$ cat src/rtl/mzc_pkg.sv
// ----------------------------------------------------------------------------
// mzc_pkg
// types and constants of the maze carver
// ----------------------------------------------------------------------------
package mzc_pkg;

  localparam int OP_W     = 2;
  localparam int RAND_W   = 16;
  localparam int CELL_W   = 12;
  localparam int DIR_W    = 2;
  localparam int WALL_W   = 4;
  localparam int CFG_W    = 7;
  localparam int CFG_IDX_W = 1;
  // holds any grid dimension up to the largest supported size
  localparam int DIM_W    = 9;
  localparam int MIN_DIM  = 2;

  typedef enum logic [OP_W-1:0] {
    OP_START = 2'd0,
    OP_CARVE = 2'd1,
    OP_READ  = 2'd2,
    OP_NONE  = 2'd3
  } mzc_op_t;

  typedef enum logic [DIR_W-1:0] {
    DIR_UP    = 2'd0,
    DIR_RIGHT = 2'd1,
    DIR_DOWN  = 2'd2,
    DIR_LEFT  = 2'd3
  } mzc_dir_t;

  typedef enum logic [CFG_IDX_W-1:0] {
    CFG_GRID_WIDTH  = 1'd0,
    CFG_GRID_HEIGHT = 1'd1
  } mzc_cfg_idx_t;

  typedef enum logic [2:0] {
    S_CLEAR,
    S_IDLE,
    S_READ,
    S_DIV,
    S_CHECK,
    S_SCAN,
    S_CARVE_FROM,
    S_CARVE_TO
  } mzc_state_t;

  typedef struct packed {
    logic [OP_W-1:0]   opcode;
    logic [RAND_W-1:0] random_value;
    logic [CELL_W-1:0] read_index;
  } mzc_cmd_t;

  typedef struct packed {
    logic [CELL_W-1:0] cell_index;
    logic [DIR_W-1:0]  carved_direction;
    logic              carved;
    logic [WALL_W-1:0] walls_open;
    logic              done_res;
  } mzc_result_t;

endpackage

$ cat src/rtl/mzc_mod_unit.sv
// ----------------------------------------------------------------------------
// mzc_mod_unit
// restoring remainder unit, one dividend bit per cycle
// ----------------------------------------------------------------------------
module mzc_mod_unit
  import mzc_pkg::*;
#(
  parameter int DVD_W = 12
) (
  input  logic             clk,
  input  logic             rst,
  input  logic             start,
  input  logic [DVD_W-1:0] dividend,
  input  logic [DIM_W-1:0] divisor,
  output logic             valid,
  output logic [DIM_W-1:0] rem
);

  localparam int CW = $clog2(DVD_W + 1);

  logic             run;
  logic [CW-1:0]    cnt;
  logic [DVD_W-1:0] dvd;
  logic [DIM_W-1:0] dsr;
  logic [DIM_W:0]   shifted;
  logic [DIM_W:0]   rem_next;

  assign shifted  = {rem, dvd[DVD_W-1]};
  assign rem_next = (shifted >= {1'b0, dsr}) ? shifted - {1'b0, dsr} : shifted;

  always_ff @(posedge clk) begin
    if (rst) begin
      run   <= 1'b0;
      valid <= 1'b0;
      cnt   <= '0;
    end else begin
      valid <= 1'b0;
      if (start) begin
        run <= 1'b1;
        cnt <= CW'(DVD_W);
        dvd <= dividend;
        dsr <= divisor;
        rem <= '0;
      end else if (run) begin
        rem <= rem_next[DIM_W-1:0];
        dvd <= dvd << 1;
        cnt <= cnt - CW'(1);
        if (cnt == CW'(1)) begin
          run   <= 1'b0;
          valid <= 1'b1;
        end
      end
    end
  end

endmodule

$ cat config.mk
export PLATFORM = sky130hd
export DESIGN_NAME = mzc_mod_unit
export DESIGN_NICKNAME = d
export VERILOG_FILES = /design/src/rtl/mzc_pkg.sv /design/src/rtl/mzc_mod_unit.sv
export SDC_FILE = /design/constraint.sdc
export NUM_CORES = 1
export LEC_CHECK = 0
export BUFFER_PORTS_ARGS = -buffer_cell sky130_fd_sc_hd__clkbuf_2
export CAP_MARGIN = 40
export CORE_MARGIN = 3
export CORE_UTILIZATION = 50
export CTS_BUF_LIST = sky130_fd_sc_hd__clkbuf_8
export DETAILED_ROUTE_END_ITERATION = 8
export GPL_TIMING_DRIVEN = 0
export PLACE_DENSITY_LB_ADDON = 0.3
export SLEW_MARGIN = 10
export SYNTH_ARGS = -nofsm -noshare
export SYNTH_HDL_FRONTEND = slang
export SYNTH_SLANG_ARGS = --single-unit
export TNS_END_PERCENT = 30
$ cat constraint.sdc
create_clock -name clk -period 2.4 [get_ports clk]
set_clock_uncertainty 0.05 [all_clocks]
set_input_delay 0.24 -clock clk [delete_from_list [all_inputs] [get_ports clk]]
set_output_delay 0.24 -clock clk [all_outputs]
set_load 0.01 [all_outputs]
==> out/metrics.cfg, run 1 <==
[sta]
count_of_final_max_slew_check_failures = 0
period_minus_slack_ns = 2.31
timing.final.hold_violations = 0
final_cycle_share_pct = 96.2
final.hold.worst_slack_ns = 0.0821
timing.max_slew.rel_slack_pct = 47.5
setup_viol = 0
finalWorstSetupSlack_ns = 0.0908
fin_tns_setup_ns = 0
max_freq_mhz = 433
tightestPinTransition_ns = 0.786

[grt]
grt_pass1_vias = 1394
grt.overflow.total = 0
grt_first_pass_wirelength_um = 6110
antenna_found_initial = 0
grt_start_max_net_pins = 13
gr-usage-all-layers_pct = 18.0

[logic_synthesis]
synth_top_cell_by_area = edfxtp_1
synthDistinctLibCells = 40
post_synth_inst_count = 159
synth_seq_area_share_pct = 53.3
post_synth_instance_area_sq_um = 1910
synth_commonest_cells = 30 x edfxtp_1, 12 x inv_1, 11 x ha_1, 11 x mux2_2, 10 x nor2_1
syn_nets = 195
portion_of_synthesized_cell_area_occupied_by_the_leading_cell_type_pct = 47.1
ys_async_sr_fraction_pct = 0
yosys.cell_count.top_type = edfxtp_1
synthFlopType = edfxtp_1
synth-edff-count = 30
synth-seq-cells = 36
ys_warn_count = 0
synth_area_leaders = edfxtp_1 47%, ha_1 7.2%, mux2_2 6.5%
avgSynthCellArea_sq_um = 12.0

[placed_design]
preCtsSetupSlack_ns = -0.0216
dpl-instance-area_sq_um = 2150
place.port_buffers = 32
finalWeightedCongestion = 0.857
place_hpwl_um = 2770
dp.cells = 238

[route]
drc_errors = 0
detail_route.wirelength_um = 3880
vias = 1415
route.antenna.remaining_nets = 0
drt_first_pass_iters = 4
routedWlPerCell_um = 15.4
viasPerCell = 5.62
drtIter0Drc = 127

[critical_path]
setup.worst_path.class = flop to flop
cp_cell_sequence = ha_1 -> and3_1 -> nand4_1 -> a31o_1 -> buf_6 -> a211o_1 -> a21oi_2
cp-start-kind = flop
arrival_ns = 2.40
critical-path-max-stage-delay_ns = 0.45
critical_path_required_ns = 2.49
worst_path_max_delay_cell = ha_1
timing.reg2reg.worst_path_depth = 7
critical_path_peak_fanout = 7
crit_path_end_kind = flop

[finish]
antenna_cells = 0
postLayoutCellArea_sq_um = 2350
fin_nets = 241
areaGrowthSynthToFinish_pct = 22.6
layout.cells.non_filler = 252
postLayoutCoreUtil_pct = 66.7
drive_gt1_share_pct = 38.8

[clock_tree]
cts.clk_slew.worst_paths_ns = 0.07
ctsRootBufferMaster = clkbuf_8
cts_made_buffers = 5
clk_path_buf_depth = 2
cts-hold-fix-buffers = 0
cts_tree = done
clock_sinks = 36
cts_htree_levels = 2
worstSkewPairLatency_ns = 0.28

[floorplanning]
die_extent_in_y_um = 67.9
die_area_sq_um = 4610
number_of_placement_rows = 21
io_pins = 34
core_sq_um = 3520
die-width_um = 67.9
initial_core_util_pct = 54.4

[power_and_ir_drop]
leakagePower_nw = 0.961
maximum_vdd_drop_mv = 0.514
report.power.total_mw = 1.57
p_per_area_nw_per_um2 = 669

[status]
status = complete, no violations

[hold_path]
timing.hold.worst_path_depth = 1
min_path_type = input port to flop

[flow_run]
number_of_max_cap_violations = 0

==> layout make-up <==
class	instances	area (sq um)
clock buffers	6	82.6
repair buffers	39	220
well taps	46	57.6
clock inverters	2	10.0
inverters	12	45.0
fillers	281	1170
flip-flops and latches	36	1020
plain buffers	5	45.0
multi-input cells	106	866
==> path summary, 6_finish.rpt <==
check / end / from / slack (ns)
worst max-delay path: rem[7] / rem[2] / 0.09
worst min register to register: cnt[1] / cnt[1] / 0.45
worst max register to register: rem[7] / rem[2] / 0.09
worst min-delay path: dsr[1] / divisor[1] / 0.08
==> power by group <==
group	total (mW)	internal [mW]	switching, mW
Clock	0.428	0.229	0.199
Combinational	0.378	0.176	0.202
Sequential	0.765	0.736	0.0290
Total	1.57	1.14	0.430
==> repair_timing <==
| action | CTS | global route |
|---|---|---|
| setup buffers | 0 | 6 |
| pin swaps | 0 | 7 |
| hold endpoints to repair | 0 | 0 |
| endpoints found under the setup margin | 4 | 9 |
| gates resized for setup | 1 | 17 |
==> worst max-delay path: cells and delay by family (launching register included) <==
| family | cells | cell delay [ns] |
|---|---|---|
| buf+inv | 1 | 0.13 |
| fa+ha+maj | 1 | 0.45 |
| compound gates | 3 | 0.68 |
| simple gates | 2 | 0.42 |
| flops | 1 | 0.43 |
==> flip-flops by register name (all words and copies together) (netlist names) <==
name and flops:
dvd 12, dsr 9, rem 9, cnt 4
run 1, valid 1
==> placed cells by master (no fill, tap or decap), types with 3 or more instances in the layout <==
| cell type | count |
|---|---|
| a211o_1 | 3 |
| a211oi_1 | 3 |
| a21oi_1 | 4 |
| nand3_1 | 6 |
| nor2_1 | 9 |
| clkbuf_8 | 6 |
| clkbuf_2 | 32 |
| edfxtp_1 | 30 |
| a21o_1 | 3 |
| o21ai_0 | 7 |
| o211ai_1 | 3 |
| mux2_2 | 11 |
| ha_1 | 10 |
| buf_6 | 5 |
| a21oi_2 | 4 |
| buf_4 | 6 |
| xnor2_1 | 4 |
| inv_1 | 10 |
| nand2_1 | 3 |
| dfxtp_1 | 6 |
| nor3_1 | 4 |
==> cells by family (layout without fill, tap and decap cells) <==
kind of cell	after synthesis	after routing	share of synthesized area, %
multiplexers	11	11	6.47
adder cells (fa/ha/maj)	12	12	8.24
AO/OA/AOI/OAI	43	43	15.8
flip-flops	36	36	53.3
buffers and inverters	17	64	4.71
XOR/XNOR	5	5	2.29
AND/OR/NAND/NOR	35	35	9.22
==> metal layers <==
metal / vias up / share of wire [%] / track usage (%)
met5: - / 0 / 0
met4: 0 / 1.0 / 6.70
met3: 4 / 5.4 / 3.94
met2: 40 / 52 / 30.7
met1: 678 / 42 / 22.2
li1: 693 / - / -
No activity file was read; power rests on OpenSTA's default activity.
==> inputs of run 2 (changes only) <==
--- a/config.mk
+++ b/config.mk
@@ -7,12 +7,13 @@
 export LEC_CHECK = 0
 export BUFFER_PORTS_ARGS = -buffer_cell sky130_fd_sc_hd__clkbuf_2
 export CAP_MARGIN = 40
+export CORE_ASPECT_RATIO = 0.8
 export CORE_MARGIN = 3
 export CORE_UTILIZATION = 50
 export CTS_BUF_LIST = sky130_fd_sc_hd__clkbuf_8
 export DETAILED_ROUTE_END_ITERATION = 8
 export GPL_TIMING_DRIVEN = 0
-export PLACE_DENSITY_LB_ADDON = 0.3
+export PLACE_DENSITY_LB_ADDON = 0.08
 export SLEW_MARGIN = 10
 export SYNTH_ARGS = -nofsm -noshare
 export SYNTH_HDL_FRONTEND = slang
==> run 2 against run 1 <==
The run now ends with setup timing left. Critical path depth grew 3. Utilization grew 1.9 points. Non-clock buffer count grew 4. First-iteration DRC count grew 37%. Clock power grew 21%. Cell area grew 3.4%. Largest power group unchanged.
==> out/metrics.cfg, run 2 (synthesis gave the netlist of run 1 again) <==
[placed_design]
finalWeightedCongestion = 0.848
place_hpwl_um = 2720
dp.cells = 234
place.port_buffers = 32
dpl-instance-area_sq_um = 2140

[power_and_ir_drop]
report.power.total_mw = 1.71
leakagePower_nw = 0.995
maximum_vdd_drop_mv = 0.436
p_per_area_nw_per_um2 = 704

[critical_path]
timing.critical_path.buf_inv = 3
worst_r2r_endpoint = rem[7]
critical-path-max-stage-delay_ns = 0.41
arrival_ns = 2.50
cp-start-kind = flop
worst_path_max_delay_cell = edfxtp_1
regToRegStartpoint = dvd[11]
crit_family = compound AO/OA/AOI/OAI gates
timing.reg2reg.worst_path_depth = 10
crit_path_end_kind = flop
setup.worst_path.class = flop to flop
cp_cell_sequence = inv_1 -> ha_2 -> inv_2 -> fa_2 -> a21o_1 -> a21oi_2 -> a31o_1 -> buf_2 -> nand3_1 -> a21oi_1
timing.reg2reg.setup_slack_ns = -0.02
critical_path_peak_fanout = 4
critical_path_required_ns = 2.48

[floorplanning]
die-width_um = 75.2
io_pins = 34
die_extent_in_y_um = 61.3
initial_core_util_pct = 54.0
core_sq_um = 3540
number_of_placement_rows = 19
die_area_sq_um = 4610

[route]
viasPerCell = 5.94
detail_route.wirelength_um = 4290
route.antenna.remaining_nets = 0
drtIter0Drc = 174
vias = 1498
drt_first_pass_iters = 4
routedWlPerCell_um = 17.0
drc_errors = 0

[status]
status = finished with violations
violations = setup timing

[flow_run]
number_of_max_cap_violations = 0

[finish]
largest-register = dvd
layout.cells.non_filler = 252
areaGrowthSynthToFinish_pct = 26.8
layout.cells.most_common = clkbuf_2
largestRegisters = dvd (12), dsr (9), rem (9)
postLayoutCellArea_sq_um = 2430
fin_nets = 245
antenna_cells = 0
layout.cells.most_common_list = 32 x clkbuf_2, 30 x edfxtp_1, 12 x inv_1
largest_register_ffs = 12
drive_gt1_share_pct = 41.0

[hold_path]
holdCritStartpoint = divisor[2]
min_path_type = input port to flop
timing.hold.worst_endpoint = dsr[2]
timing.hold.worst_path_depth = 1

[sta]
max_freq_mhz = 414
setup_viol = 3
count_of_final_max_slew_check_failures = 0
timing.final.hold_violations = 0
final_cycle_share_pct = 101
timing.max_slew.rel_slack_pct = 45.8
finalWorstSetupSlack_ns = -0.0168
unrepaired_setup_endpoints_after_global_routing = yes
tightestPinTransition_ns = 0.811
period_minus_slack_ns = 2.42

[grt]
grt_start_max_net_pins = 14
grt_pass1_vias = 1481
antenna_found_initial = 0
gr-usage-all-layers_pct = 19.5
grt.overflow.total = 0
grt_first_pass_wirelength_um = 6600

[clock_tree]
ctsRootBufferMaster = clkbuf_8
clock_sinks = 36
cts_htree_levels = 2
clk_path_buf_depth = 2
cts_tree = done
worstSkewPairLatency_ns = 0.29
cts_made_buffers = 5
cts.clk_slew.worst_paths_ns = 0.07

-- run 2: layer usage --
metal	track usage [%]	routed length, um	part of all wire, %
met2	31.8	2110	49
met4	10.5	104	2.4
met3	5.22	316	7.4
met1	24.0	1760	41
met5	0	0	0
-- run 2: report_power, final --
part / internal, mW / total (mW) / switching, mW
clock network: 0.304 / 0.520 / 0.216
registers: 0.736 / 0.764 / 0.0288
logic: 0.204 / 0.425 / 0.221
-- run 2: metrics by stage --
stage / util, % / setup TNS (ns) / hold WS (ns) / setup WS [ns]
after CTS: 64.2 / 0 / 0.0630 / 0.00542
after detailed placement: 60.5 / -0.00341 / 0.369 / -0.00341
after floorplan: - / 0 / 0.262 / 0.216
after global routing: 68.5 / -0.999 / 0.0705 / -0.138
final: 68.5 / -0.0295 / 0.0732 / -0.0168
after global placement: 60.0 / -2.44 / 0.366 / -0.117
-- run 2: how the worst max path moves through the flow --
stage	start	depth (start not counted)	end	slack, ns
global placement	start	3	rem[0]	-0.12
detailed placement	dvd[11]	9	rem[8]	-0.003
CTS	dvd[11]	9	rem[8]	0.005
global route	dvd[11]	10	rem[7]	-0.14
finish	dvd[11]	10	rem[7]	-0.02
floorplan	dvd[11]	9	rem[8]	0.22
-- run 2: timing repair --
item	4_1_cts	5_1_grt
endpoints found under the setup margin	3	9
resized for setup	4	17
gates cloned	0	1
pin swaps	1	10
hold buffers	0	0
buffers inserted	0	9
-- run 2: layout make-up --
type	instances	area (sq um)
Inverter	12	45.0
Clock inverter	3	38.8
Fill cell	256	1110
Clock buffer	5	68.8
Multi-Input combinational cell	106	892
Buffer	5	45.0
Tap cell	42	52.6
Sequential cell	36	1020
Timing Repair Buffer	43	264
